**config.mk**
```make
export PLATFORM = sky130hd
export DESIGN_NAME = markup_run_tokenizer
export DESIGN_NICKNAME = d
export VERILOG_FILES = /design/src/hw/rtl/mrt_pkg.sv /design/src/hw/rtl/markup_run_tokenizer.sv /design/src/hw/rtl/mrt_front.sv /design/src/hw/rtl/mrt_queue.sv /design/src/hw/rtl/mrt_back.sv
export VERILOG_INCLUDE_DIRS = /design/src /design/src/hw/rtl
export SDC_FILE = /design/constraint.sdc
export NUM_CORES = 1
export LEC_CHECK = 0
export BUFFER_PORTS_ARGS = -buffer_cell sky130_fd_sc_hd__buf_2
export CAP_MARGIN = 20
export CORE_MARGIN = 2
export CORE_UTILIZATION = 60
export CTS_BUF_LIST = sky130_fd_sc_hd__clkbuf_8
export CTS_CLUSTER_SIZE = 14
export DETAILED_ROUTE_END_ITERATION = 7
export PLACE_DENSITY = 0.75
export SYNTH_ARGS = -nofsm -noshare
export SYNTH_HDL_FRONTEND = slang
export SYNTH_SLANG_ARGS = --single-unit
```
**constraint.sdc**
```tcl
create_clock -name clock -period 15.8 [get_ports clock]
set_clock_uncertainty 0.15 [all_clocks]
set_input_delay 4.74 -clock clock [delete_from_list [all_inputs] [get_ports clock]]
set_output_delay 4.74 -clock clock [all_outputs]
set_load 0.01 [all_outputs]
```
**src/hw/rtl/markup_run_tokenizer_assert.svh**
```systemverilog
// Assertion macros for the markup run tokenizer.
// Taken in by the top level; needs nothing else.
`ifndef MARKUP_RUN_TOKENIZER_ASSERT_SVH
`define MARKUP_RUN_TOKENIZER_ASSERT_SVH

// Same-cycle implication, disabled while reset is high.
`define MRT_ASSERT_IMPL(label, clk, rst, ante, cons, msg) \
   label: assert property (@(posedge clk) disable iff (rst) (ante) |-> (cons)) \
      else $error(msg);

// Next-cycle implication, disabled while reset is high.
`define MRT_ASSERT_NEXT(label, clk, rst, ante, cons, msg) \
   label: assert property (@(posedge clk) disable iff (rst) (ante) |=> (cons)) \
      else $error(msg);

`endif

```
**src/hw/rtl/mrt_pkg.sv**
```systemverilog
// Shared types and constants of the markup run tokenizer.
// Used by every module of the block; depends on nothing.
package mrt_pkg;

   // Saturation limit of line offsets and run lengths.
   localparam int LineLengthMax = 65535;
   localparam int SatCapInt = (LineLengthMax < 65535) ? LineLengthMax : 65535;
   localparam logic [15:0] SatCap = 16'(SatCapInt);

   // Token queue between front and back; depth must be a power of two.
   localparam int QueueDepth = 4;
   localparam int QueuePtrW = $clog2(QueueDepth);

   // Input item functions.
   localparam logic [1:0] FuncData = 2'd0;
   localparam logic [1:0] FuncEol  = 2'd1;
   localparam logic [1:0] FuncEos  = 2'd2;

   // Token kinds.
   localparam logic [3:0] TkHeading = 4'd0;
   localparam logic [3:0] TkEmph    = 4'd1;
   localparam logic [3:0] TkStrike  = 4'd2;
   localparam logic [3:0] TkCode    = 4'd3;
   localparam logic [3:0] TkQuote   = 4'd4;
   localparam logic [3:0] TkNewline = 4'd5;
   localparam logic [3:0] TkText    = 4'd6;
   localparam logic [3:0] TkError   = 4'd7;
   localparam logic [3:0] TkDone    = 4'd8;

   // Error codes.
   localparam logic [1:0] ErrNone    = 2'd0;
   localparam logic [1:0] ErrHeading = 2'd1;
   localparam logic [1:0] ErrEmph    = 2'd2;
   localparam logic [1:0] ErrCode    = 2'd3;

   // Marker bytes.
   localparam logic [7:0] ChHash  = 8'h23;
   localparam logic [7:0] ChStar  = 8'h2A;
   localparam logic [7:0] ChUnder = 8'h5F;
   localparam logic [7:0] ChTick  = 8'h60;
   localparam logic [7:0] ChTilde = 8'h7E;
   localparam logic [7:0] ChGt    = 8'h3E;
   localparam logic [7:0] ChNl    = 8'h0A;

   // Run limits.
   localparam logic [15:0] HeadingMax = 16'd6;
   localparam logic [15:0] EmphMax    = 16'd3;
   localparam logic [15:0] CodeShort  = 16'd1;
   localparam logic [15:0] CodeLong   = 16'd3;

   // One result item without its last flag.
   typedef struct packed {
      logic [3:0]  kind;
      logic [2:0]  level;
      logic [15:0] start;
      logic [15:0] length;
      logic [1:0]  err;
   } token_type;

   // The results of one input item: one token, or two when second is set.
   typedef struct packed {
      logic      second;
      token_type tok0;
      token_type tok1;
   } bundle_type;

   // Queue status seen by the front handshake and the back.
   typedef struct packed {
      logic valid;
      logic full;
   } q_status_type;

endpackage

```
**src/hw/rtl/markup_run_tokenizer.sv**
```systemverilog
// Markup run tokenizer top level: front, token queue and back.
// The first result of an item passes through the bundle queue and then the output register.
// Throughput: one item per cycle while the queue has room; the output sends one result
// a cycle while rsp_ready holds, so an item that causes two results holds the output for
// both and the four-entry bundle queue absorbs that. Input stalls only while the queue is full.
// Synchronous reset clears run state, queue pointers and the output valid.
module markup_run_tokenizer import mrt_pkg::*; (
   input  logic        clock,
   input  logic        reset,
   input  logic        req_valid,
   output logic        req_ready,
   input  logic [1:0]  req_func,
   input  logic [7:0]  req_char_code,
   output logic        rsp_valid,
   input  logic        rsp_ready,
   output logic [3:0]  rsp_token_kind,
   output logic [2:0]  rsp_level,
   output logic [15:0] rsp_text_start,
   output logic [15:0] rsp_text_length,
   output logic [1:0]  rsp_error_code,
   output logic        rsp_last
);

`include "markup_run_tokenizer_assert.svh"

   logic         take;
   logic         push;
   logic         pop;
   bundle_type   wr_bundle;
   bundle_type   head;
   q_status_type q_status;
   token_type    rsp_tok;

   // A beat is taken whenever the queue has room.
   assign req_ready = !q_status.full;
   assign take      = req_valid && req_ready;

   mrt_front u_front (
      .clock     (clock),
      .reset     (reset),
      .take      (take),
      .func      (req_func),
      .char_code (req_char_code),
      .push      (push),
      .bundle    (wr_bundle)
   );

   mrt_queue u_queue (
      .clock   (clock),
      .reset   (reset),
      .push    (push),
      .wr_data (wr_bundle),
      .pop     (pop),
      .rd_data (head),
      .status  (q_status)
   );

   mrt_back u_back (
      .clock     (clock),
      .reset     (reset),
      .q_status  (q_status),
      .head      (head),
      .pop       (pop),
      .rsp_ready (rsp_ready),
      .rsp_valid (rsp_valid),
      .rsp_tok   (rsp_tok),
      .rsp_last  (rsp_last)
   );

   assign rsp_token_kind  = rsp_tok.kind;
   assign rsp_level       = rsp_tok.level;
   assign rsp_text_start  = rsp_tok.start;
   assign rsp_text_length = rsp_tok.length;
   assign rsp_error_code  = rsp_tok.err;

   // Checks on the block's own logic.
   `MRT_ASSERT_IMPL(a_done_last, clock, reset, rsp_valid && rsp_token_kind == TkDone, rsp_last, "done token without last")
   `MRT_ASSERT_IMPL(a_error_code, clock, reset, rsp_valid && rsp_token_kind == TkError, rsp_error_code != ErrNone, "error token without a code")
   `MRT_ASSERT_IMPL(a_full_has_head, clock, reset, !req_ready, q_status.valid, "full queue reports no head")
   `MRT_ASSERT_NEXT(a_push_fills, clock, reset, push && !pop, q_status.valid, "pushed bundle lost")

endmodule

```
**src/hw/rtl/mrt_front.sv**
```systemverilog
// Front of the markup run tokenizer: classifies bytes, tracks the pending run
// and builds the tokens of each accepted item. Depends on mrt_pkg.
module mrt_front import mrt_pkg::*; (
   input  logic       clock,
   input  logic       reset,
   input  logic       take,
   input  logic [1:0] func,
   input  logic [7:0] char_code,
   output logic       push,
   output bundle_type bundle
);

   typedef enum logic [2:0] {
      CLS_NONE, CLS_HASH, CLS_STAR, CLS_UNDER, CLS_TICK, CLS_TEXT, CLS_SINGLE
   } run_class_type;

   run_class_type run_class_ff, run_class_in;
   logic [15:0]   run_count_ff, run_count_in;
   logic [15:0]   run_begin_ff, run_begin_in;
   logic [15:0]   line_position_ff, line_position_in;
   logic          halted_ff, halted_in;

   logic          fl_valid;
   logic          fl_err;
   token_type     fl_tok;

   function automatic logic [15:0] sat_inc(input logic [15:0] v);
      return (v < SatCap) ? v + 16'd1 : SatCap;
   endfunction

   function automatic run_class_type classify(input logic [7:0] ch);
      case (ch)
         ChHash:  return CLS_HASH;
         ChStar:  return CLS_STAR;
         ChUnder: return CLS_UNDER;
         ChTick:  return CLS_TICK;
         ChTilde, ChGt, ChNl: return CLS_SINGLE;
         default: return CLS_TEXT;
      endcase
   endfunction

   function automatic token_type make_tok(input logic [3:0] kind, input logic [2:0] level,
                                          input logic [15:0] start,
                                          input logic [15:0] length,
                                          input logic [1:0] err);
      token_type t;
      t.kind   = kind;
      t.level  = level;
      t.start  = start;
      t.length = length;
      t.err    = err;
      return t;
   endfunction

   // Token the pending run would give if flushed now, with its limit check.
   always_comb begin
      fl_valid = 1'b1;
      fl_err   = 1'b0;
      fl_tok   = '0;
      case (run_class_ff)
         CLS_HASH: begin
            if (run_count_ff > HeadingMax) begin
               fl_err = 1'b1;
               fl_tok = make_tok(TkError, 3'd0, 16'd0, 16'd0, ErrHeading);
            end else begin
               fl_tok = make_tok(TkHeading, run_count_ff[2:0], 16'd0, 16'd0, ErrNone);
            end
         end
         CLS_STAR, CLS_UNDER: begin
            if (run_count_ff > EmphMax) begin
               fl_err = 1'b1;
               fl_tok = make_tok(TkError, 3'd0, 16'd0, 16'd0, ErrEmph);
            end else begin
               fl_tok = make_tok(TkEmph, run_count_ff[2:0], 16'd0, 16'd0, ErrNone);
            end
         end
         CLS_TICK: begin
            if (run_count_ff != CodeShort && run_count_ff != CodeLong) begin
               fl_err = 1'b1;
               fl_tok = make_tok(TkError, 3'd0, 16'd0, 16'd0, ErrCode);
            end else begin
               fl_tok = make_tok(TkCode, run_count_ff[2:0], 16'd0, 16'd0, ErrNone);
            end
         end
         CLS_TEXT: begin
            fl_tok = make_tok(TkText, 3'd0, run_begin_ff, run_count_ff, ErrNone);
         end
         default: begin
            fl_valid = 1'b0;
         end
      endcase
   end

   // Per-item token generation and run state update.
   always_comb begin
      run_class_type c;
      logic          brk;
      token_type     single_tok;
      token_type     done_tok;
      token_type     nl_tok;

      c          = classify(char_code);
      brk        = (run_class_ff != CLS_NONE) && (run_class_ff != c);
      done_tok   = make_tok(TkDone, 3'd0, 16'd0, 16'd0, ErrNone);
      nl_tok     = make_tok(TkNewline, 3'd0, 16'd0, 16'd0, ErrNone);
      if (char_code == ChTilde) begin
         single_tok = make_tok(TkStrike, 3'd0, 16'd0, 16'd0, ErrNone);
      end else if (char_code == ChGt) begin
         single_tok = make_tok(TkQuote, 3'd0, 16'd0, 16'd0, ErrNone);
      end else begin
         single_tok = nl_tok;
      end

      run_class_in     = run_class_ff;
      run_count_in     = run_count_ff;
      run_begin_in     = run_begin_ff;
      line_position_in = line_position_ff;
      halted_in        = halted_ff;
      push             = 1'b0;
      bundle           = '0;

      if (take) begin
         case (func)
            // End of source: flush unless halted, then done, then back to reset.
            FuncEos: begin
               push = 1'b1;
               if (!halted_ff && fl_valid) begin
                  bundle.tok0   = fl_tok;
                  bundle.tok1   = done_tok;
                  bundle.second = 1'b1;
               end else begin
                  bundle.tok0 = done_tok;
               end
               run_class_in     = CLS_NONE;
               run_count_in     = 16'd0;
               run_begin_in     = 16'd0;
               line_position_in = 16'd0;
               halted_in        = 1'b0;
            end
            // End of line: flush, then a newline token unless the flush failed.
            FuncEol: begin
               if (!halted_ff) begin
                  push         = 1'b1;
                  run_class_in = CLS_NONE;
                  run_count_in = 16'd0;
                  if (fl_valid && fl_err) begin
                     bundle.tok0 = fl_tok;
                     halted_in   = 1'b1;
                  end else if (fl_valid) begin
                     bundle.tok0      = fl_tok;
                     bundle.tok1      = nl_tok;
                     bundle.second    = 1'b1;
                     line_position_in = 16'd0;
                  end else begin
                     bundle.tok0      = nl_tok;
                     line_position_in = 16'd0;
                  end
               end
            end
            // Data byte: extend the run, or flush it and start another.
            FuncData: begin
               if (!halted_ff) begin
                  if (brk && fl_err) begin
                     push         = 1'b1;
                     bundle.tok0  = fl_tok;
                     halted_in    = 1'b1;
                     run_class_in = CLS_NONE;
                     run_count_in = 16'd0;
                  end else begin
                     if (c == CLS_SINGLE) begin
                        push         = 1'b1;
                        run_class_in = CLS_NONE;
                        run_count_in = 16'd0;
                        if (brk) begin
                           bundle.tok0   = fl_tok;
                           bundle.tok1   = single_tok;
                           bundle.second = 1'b1;
                        end else begin
                           bundle.tok0 = single_tok;
                        end
                     end else if (run_class_ff == c) begin
                        run_count_in = sat_inc(run_count_ff);
                     end else begin
                        run_class_in = c;
                        run_count_in = 16'd1;
                        run_begin_in = line_position_ff;
                        if (brk) begin
                           push        = 1'b1;
                           bundle.tok0 = fl_tok;
                        end
                     end
                     line_position_in = sat_inc(line_position_ff);
                  end
               end
            end
            default: begin
            end
         endcase
      end
   end

   // Run state registers.
   always_ff @(posedge clock) begin
      if (reset) begin
         run_class_ff     <= CLS_NONE;
         run_count_ff     <= 16'd0;
         run_begin_ff     <= 16'd0;
         line_position_ff <= 16'd0;
         halted_ff        <= 1'b0;
      end else begin
         run_class_ff     <= run_class_in;
         run_count_ff     <= run_count_in;
         run_begin_ff     <= run_begin_in;
         line_position_ff <= line_position_in;
         halted_ff        <= halted_in;
      end
   end

endmodule

```
**src/hw/rtl/mrt_queue.sv**
```systemverilog
// Short queue of token bundles between the front and the back.
// Depends on mrt_pkg for the bundle type and the depth.
module mrt_queue import mrt_pkg::*; (
   input  logic         clock,
   input  logic         reset,
   input  logic         push,
   input  bundle_type   wr_data,
   input  logic         pop,
   output bundle_type   rd_data,
   output q_status_type status
);

   bundle_type             entry_ff [QueueDepth];
   logic [QueuePtrW-1:0]   wr_ptr_ff, wr_ptr_in;
   logic [QueuePtrW-1:0]   rd_ptr_ff, rd_ptr_in;
   logic [QueuePtrW:0]     count_ff, count_in;

   // Pointer and fill count update; the depth is a power of two so pointers wrap.
   always_comb begin
      wr_ptr_in = push ? wr_ptr_ff + QueuePtrW'(1) : wr_ptr_ff;
      rd_ptr_in = pop ? rd_ptr_ff + QueuePtrW'(1) : rd_ptr_ff;
      count_in  = count_ff;
      if (push && !pop) begin
         count_in = count_ff + (QueuePtrW + 1)'(1);
      end else if (pop && !push) begin
         count_in = count_ff - (QueuePtrW + 1)'(1);
      end
   end

   assign rd_data      = entry_ff[rd_ptr_ff];
   assign status.valid = (count_ff != '0);
   assign status.full  = (count_ff == (QueuePtrW + 1)'(QueueDepth));

   // Entry storage carries no reset.
   always_ff @(posedge clock) begin
      if (push) begin
         entry_ff[wr_ptr_ff] <= wr_data;
      end
   end

   always_ff @(posedge clock) begin
      if (reset) begin
         wr_ptr_ff <= '0;
         rd_ptr_ff <= '0;
         count_ff  <= '0;
      end else begin
         wr_ptr_ff <= wr_ptr_in;
         rd_ptr_ff <= rd_ptr_in;
         count_ff  <= count_in;
      end
   end

endmodule

```
**src/hw/rtl/mrt_back.sv**
```systemverilog
// Back of the markup run tokenizer: takes bundles from the queue and sends
// their tokens one beat at a time through an output register. Depends on mrt_pkg.
module mrt_back import mrt_pkg::*; (
   input  logic         clock,
   input  logic         reset,
   input  q_status_type q_status,
   input  bundle_type   head,
   output logic         pop,
   input  logic         rsp_ready,
   output logic         rsp_valid,
   output token_type    rsp_tok,
   output logic         rsp_last
);

   logic      rsp_valid_ff, rsp_valid_in;
   logic      sel_ff, sel_in;
   token_type rsp_tok_ff, rsp_tok_in;
   logic      rsp_last_ff, rsp_last_in;
   logic      load;
   logic      is_last;

   // Load the output register whenever the queue has a bundle and the register is empty or its beat is taken.
   always_comb begin
      load         = q_status.valid && (!rsp_valid_ff || rsp_ready);
      is_last      = !head.second || sel_ff;
      pop          = load && is_last;
      rsp_valid_in = rsp_valid_ff;
      sel_in       = sel_ff;
      rsp_tok_in   = rsp_tok_ff;
      rsp_last_in  = rsp_last_ff;
      if (load) begin
         rsp_valid_in = 1'b1;
         rsp_tok_in   = sel_ff ? head.tok1 : head.tok0;
         rsp_last_in  = is_last;
         sel_in       = !is_last;
      end else if (rsp_ready) begin
         rsp_valid_in = 1'b0;
      end
   end

   always_ff @(posedge clock) begin
      if (reset) begin
         rsp_valid_ff <= 1'b0;
         sel_ff       <= 1'b0;
      end else begin
         rsp_valid_ff <= rsp_valid_in;
         sel_ff       <= sel_in;
      end
      rsp_tok_ff  <= rsp_tok_in;
      rsp_last_ff <= rsp_last_in;
   end

   assign rsp_valid = rsp_valid_ff;
   assign rsp_tok   = rsp_tok_ff;
   assign rsp_last  = rsp_last_ff;

endmodule

```
==> results.txt, run 1 <==
Mapped Nets: 868
Leakage power: 4.85 nW
Worst EP required: 16.11 ns
Clock Sink Count: 289
Final setup fails: 0
RD Place Congestion: 0.897
Setup ws final: 7.98 ns
Wire length on met1: 11.1 mm
Cells after Synth: 844
CORE AREA: 20200 um^2
Die Area: 21600 um^2
Buf/Inv on CP: 2
DR WL met3: 1.67 mm
Post-DR vias/cell: 6.18
DRT iter0 DRCs: 784
Yosys reg bits: 289
First-pass GRT wire length: 41.0 mm
Clock slew at reported path FFs: 0.06 ns
Hold path cells: 1
Slowest CP cell: or4_1
Hold Crit Endpoint: u_front.run_begin_ff[1]
Max IR drop VDD: 0.000191 V
Num CTS Buffers: 45
Slew headroom: 29.1%
Slew Viols, Final: 0
DRC: 0
Worst r2r path cells: 12
CTS root buf: clkbuf_8
Most used DFF post-synth: edfxtp_1
Die Wd: 147 um
Via count: 7542
Top cells by area, synth: edfxtp_1 (55%), dfxtp_1 (10%), mux4_2 (8.5%)
Worst setup EP type: register
Layout cells sized above 1: 21.1%
Register Area: 8050 um^2
Post-Layout Cell Count: 1220
Initial core utilization: 60.8%
Hold Crit Start: u_front.run_begin_ff[1]
Filler instances: 1423
CTS Hold Bufs: 0
Unrepaired setup endpoints after global routing: false
Crit path max fanout: 7
Fraction of registers with async set/reset: 0%
Post-synth EDFFs: 226
Syn-to-layout area delta: 11.1%
Routed met2 length: 12.5 mm
Post-synth top cells: edfxtp_1 (226), dfxtp_1 (63), mux4_2 (46), nand2_1 (46), nor2b_1 (41)
Crit path arrival time: 8.13 ns
Pwr/cell area: 145 nW/um^2
Clock Tree Buf Depth: 3
CTS H-tree lvls: 2
Top-count cell post-synth: edfxtp_1
Synth warn: 0
CP peak stage delay: 0.59 ns
Area used by multi-input combinational logic: 3960 um^2
Min-delay worst type: reg2reg
ANT cells: 0
RR Endpoint: u_queue.count_ff[2]
Crit path max-delay family: simple AND/OR/NAND/NOR gates
Place WS: 7.47 ns
CP Launch Type: input pin
Distinct cells, synth: 79
Drt wl/cell: 21.2 um
Initial DRT Pass Iterations: 5
Setup CP Type: in2reg
Maximum number of pins on one net before global-route repair: 47
Top sig layer: met4
Fin. Hold Viols: 0
Vias in the first global route: 7688
Core Rows: 52
Worst reg-to-reg setup slack: 12.34 ns
Clock latency on the worst-skew pair: 0.55 ns
R2R Path Start: u_queue.count_ff[0]
PortBufs: 57
Max-cap violations: 0
Area leader, netlist: edfxtp_1
Worst slew pin tran: 1.06 ns
Fmax achieved: 0.128 GHz
Die height: 147 um
Total track usage: 24.5%
Nets@finish: 942
CTS tree: yes
Status: completed
WL final: 25.9 mm
Post-Syn Area per Cell: 14.5 um^2
Placed Cells: 1141
Total grt overflow: 0
Synthesized cell area: 12300 um^2
Synth top area share: 55.4%
Postcts setup bufs: 0
Worst-path cell chain: buf_2 > or4_1 > a21boi_2 > nor2_2 > and3b_1 > a31oi_4 > o21ai_4 > a31oi_2 > ha_1 > inv_1 > fa_1 > xor2_1 > or3_1 > a21oi_1
Post-CTS sizing: 0
Final critical-path share of the clock period: 49.5%
Post-route ant nets: 0
Fin crit period: 7.82 ns
Initial antenna violation count: 0
Setup TNS: 0 ns
HPWL Detailed: 16.1 mm
Sequential area share after synthesis: 65.6%
Boundary Pins: 58
area by class of cell:
type / instances / share of cell area, %
tap: 270 / 2.48
timing repair buffer: 69 / 2.81
clock inverter: 31 / 1.17
inverter: 19 / 0.524
sequential: 289 / 59.1
multi-input combinational: 494 / 29.1
clock buffer: 48 / 4.85
worst max path at each step:
stage	start	to	depth (start not counted)
after floorplan	rsp_ready	u_queue.count_ff[2]	10
after global placement	req_char_code[2]	u_queue.count_ff[2]	14
after detailed placement	req_char_code[2]	u_queue.count_ff[2]	14
after CTS	req_char_code[2]	u_queue.count_ff[2]	14
after global routing	req_char_code[2]	u_queue.count_ff[2]	14
final	req_char_code[2]	u_queue.count_ff[2]	14
logic make-up after synthesis:
kind of cell / synth area share, %
flip-flops: 65.6
multiplexers: 9.17
AO/OA/AOI/OAI: 9.19
XOR/XNOR: 0.796
adder cells (fa/ha/maj): 1.08
AND/OR/NAND/NOR: 12.0
buffers and inverters: 2.17
state kept, by name, summed over array words and instances (netlist names), named ones only:
signal / count
u_queue.entry_ff: 184
u_back.rsp_tok: 41
u_front.line_position_ff: 16
u_front.run_begin_ff: 16
u_front.run_count_ff: 16
u_front.run_class_ff: 3
u_queue.count_ff: 3
u_queue.rd_ptr_ff: 2
u_queue.wr_ptr_ff: 2
u_back.rsp_last: 1
u_back.rsp_valid: 1
u_back.sel_ff: 1
u_front.halted_ff: 1
report_power, final:
group	internal [W]	switching (W)	total [W]
logic	0.000181	0.000258	0.000439
clock network	0.000297	0.000272	0.000568
registers	0.000946	0.0000276	0.000974
metrics by stage:
stage	util [%]	power, W	hold WS [ns]	area, um^2
floorplan	-	0.00129	0.284	12300
global placement	63.4	0.00142	0.308	12800
detailed placement	63.5	0.00144	0.308	12800
CTS	67.5	0.00200	0.322	13600
global route	67.5	0.00208	0.339	13600
finish	67.5	0.00198	0.327	13600
routing by layer:
layer | vias to the layer above | track usage, %
li1 | 3429 | -
met1 | 3758 | 34.4
met2 | 303 | 39.8
met3 | 52 | 4.44
met4 | 0 | 7.74
met5 | - | 0
cells in the final DEF, fill, tap and decap left out, types with 5 or more instances in the layout:
cell,synthesis,layout
mux2_2,6,6
mux4_2,46,46
nand4_1,6,6
clkbuf_8,0,48
nand3_1,25,25
ha_1,9,9
dfxtp_1,63,61
nor2_1,36,36
buf_4,2,11
o22ai_1,5,5
o21ai_0,21,21
a31oi_1,6,6
inv_1,19,42
a221o_1,8,8
and2_1,34,30
nand2_1,46,46
edfxtp_1,226,226
a22o_1,19,19
nor3_1,29,29
nor2b_1,41,41
buf_2,5,57
a21oi_1,35,34
nand2b_1,5,5
and3_1,20,20
nor4_1,6,6
or3_1,5,5
No activity file was read; power rests on OpenSTA's default activity.
==> inputs of run 2 (changes only) <==
--- a/config.mk
+++ b/config.mk
@@ -6,6 +6,7 @@
 export SDC_FILE = /design/constraint.sdc
 export NUM_CORES = 1
 export LEC_CHECK = 0
+export ABC_AREA = 1
 export BUFFER_PORTS_ARGS = -buffer_cell sky130_fd_sc_hd__buf_2
 export CAP_MARGIN = 20
 export CORE_MARGIN = 2
==> constraint.sdc (replaced) <==
create_clock -name clock -period 7.25 [get_ports clock]
set_clock_uncertainty 0.15 [all_clocks]
set_input_delay 2.175 -clock clock [delete_from_list [all_inputs] [get_ports clock]]
set_output_delay 2.175 -clock clock [all_outputs]
set_load 0.01 [all_outputs]
==> results.txt, run 2 <==
Status: completed
Postcts setup bufs: 0
Nets@finish: 1450
Final setup fails: 0
Gate power share: 26.5%
Worst EP required: 7.34 ns
Commonest non-fill, non-tap cell in the layout: nor2_1
Clock Sink Count: 289
First-pass GRT wire length: 46.1 mm
Reg power frac: 46.9%
Slowest CP cell: nor2_4
Min-delay worst type: reg2reg
Sequential area share after synthesis: 62.0%
Post-DR vias/cell: 5.57
Hold_ws: 0.319 ns
Mapped Nets: 1393
Die Wd: 151 um
Clk pwr share: 26.6%
Fmax achieved: 0.200 GHz
Max FFs per register: 184
Most flops, register: u_queue.entry_ff
Worst setup EP type: register
Clock slew at reported path FFs: 0.06 ns
Int Pwr: 0.00315 W
Worst r2r path cells: 9
Max IR drop VDD: 0.000306 V
Wire length on met1: 13.0 mm
Slew headroom: 33.7%
ANT cells: 0
Yosys reg bits: 289
RD Place Congestion: 0.914
HPWL Detailed: 17.9 mm
CTS H-tree lvls: 2
PortBufs: 57
Core Rows: 53
Maximum number of pins on one net before global-route repair: 79
CP peak stage delay: 0.88 ns
Num CTS Buffers: 47
Setup CP Type: in2reg
Area leader, netlist: edfxtp_1
Crit path max fanout: 31
Most used DFF post-synth: edfxtp_1
Total grt overflow: 0
Setup TNS: 0 ns
Die height: 151 um
Drt wl/cell: 16.5 um
Post-route ant nets: 0
Worst reg-to-reg setup slack: 3.65 ns
Switching power: 0.00160 W
Unrepaired setup endpoints after global routing: false
Vias in the first global route: 8999
DRT iter0 DRCs: 843
CTS Hold Bufs: 0
Post-synth top cells: nor2_1 (321), edfxtp_1 (226), nand2_1 (175), o21ai_0 (124), inv_1 (101)
Crit path arrival time: 5.09 ns
Fin. Hold Viols: 0
Worst-path cell chain: buf_2 > nand2_1 > inv_2 > nand2_1 > nor2_2 > nor2_4 > nand3_2 > nand2_1 > nand2_1 > nand2_4 > nand2_4 > nand2_1 > nand2_1 > nor2_4 > buf_4
Boundary Pins: 58
RR Endpoint: u_queue.entry_ff[2][45]
Max-cap violations: 0
Initial DRT Pass Iterations: 8
Pwr/cell area: 332 nW/um^2
Die Area: 22800 um^2
Slew Viols, Final: 0
Most frequent cells in the layout: nor2_1 (317), edfxtp_1 (226), nand2_1 (175), o21ai_0 (124), inv_1 (113)
Hold path cells: 1
Fraction of registers with async set/reset: 0%
Synth warn: 0
DR WL met3: 2.24 mm
Via count: 9625
Distinct cells, synth: 43
Worst slew pin tran: 0.992 ns
Routed met2 length: 12.9 mm
Fin crit period: 5.00 ns
CTS tree: yes
Place WS: 1.66 ns
Top-count cell post-synth: nor2_1
Syn-to-layout area delta: 10.1%
Synth top area share: 52.3%
WL final: 28.6 mm
Hold Crit Start: u_queue.rd_ptr_ff[0]
Synthesized cell area: 13000 um^2
Post-CTS sizing: 0
CTS root buf: clkbuf_8
Initial core utilization: 61.4%
Critical Path Most Common Cell: nand2_1
Leakage power: 5.50 nW
Setup ws final: 2.25 ns
Layout cells sized above 1: 11.8%
Top cells by area, synth: edfxtp_1 (52%), dfxtp_1 (9.7%), nor2_1 (9.3%)
Switch share: 33.7%
DRC: 0
Top sig layer: met4
Filler instances: 1674
CP Launch Type: input pin
Total track usage: 25.7%
Clock Tree Buf Depth: 3
CORE AREA: 21200 um^2
Final critical-path share of the clock period: 69.0%
Post-synth EDFFs: 226
Clock latency on the worst-skew pair: 0.56 ns
Cells after Synth: 1369
Initial antenna violation count: 0
Post-Syn Area per Cell: 9.48 um^2
R2R Path Start: u_queue.count_ff[0]
## run 2: cell count changes after synthesis, sizes merged, moves of 41 or more
cell   before  now
o21ai      24  124
nand2      46  182
nor2b      41    0
mux4       46    0
a21oi      36   84
inv        19  114
nor2       37  328
## run 2: worst max path at each step
stage,startpoint,to,slack (ns),depth (start not counted)
finish,req_char_code[2],u_queue.entry_ff[2][45],2.25,15
global route,req_char_code[3],u_queue.entry_ff[2][45],1.97,15
detailed placement,req_char_code[2],u_queue.entry_ff[2][56],1.66,15
CTS,req_char_code[2],u_queue.entry_ff[2][56],2.25,15
floorplan,rsp_ready,u_queue.count_ff[1],1.32,8
global placement,req_char_code[2],u_queue.entry_ff[2][47],1.79,15
## run 2: logic make-up after synthesis
kind of cell	Yosys count	share of synthesized area [%]
compound gates	230	9.46
xor+xnor	11	0.742
fa+ha+maj	10	1.02
buf+inv	178	5.47
flops	289	62.0
simple gates	651	21.3
## run 2: area by class of cell
class | count | area (um^2) | share of cell area [%]
Clock inverter | 29 | 173 | 1.21
Multi-Input combinational cell | 902 | 4270 | 29.9
Tap cell | 275 | 344 | 2.41
Inverter | 116 | 435 | 3.04
Sequential cell | 289 | 8050 | 56.3
Clock buffer | 47 | 647 | 4.52
Timing Repair Buffer | 70 | 383 | 2.68
## run 2: metal layers
metal,track usage [%],vias up
li1,-,4739
met5,0,-
met4,7.15,0
met3,4.85,37
met1,36.9,4497
met2,40.5,352
## run 2: per-stage QoR
step                cell area [um^2]  instances  power (W)  util, %
floorplan                      13000       1369    0.00313        -
global placement               13500       1652    0.00349     63.7
detailed placement             13500       1652    0.00352     63.7
CTS                            14300       1728    0.00478     67.6
global route                   14300       1728    0.00504     67.6
finish                         14300       1728    0.00475     67.6
## run 2: power groups by stage
stage                     registers, W  clock network, W  logic (W)
after floorplan                0.00232                 0   0.000805
after global placement         0.00225                 0    0.00123
after detailed placement       0.00226                 0    0.00126
after CTS                      0.00223           0.00129    0.00127
after global routing           0.00226           0.00136    0.00142
final                          0.00223           0.00126    0.00126
## run 2: worst max-delay path, delay by kind of cell
family / cells / cell delay (ns)
buffers and inverters: 3 / 0.54
AND/OR/NAND/NOR: 12 / 2.34
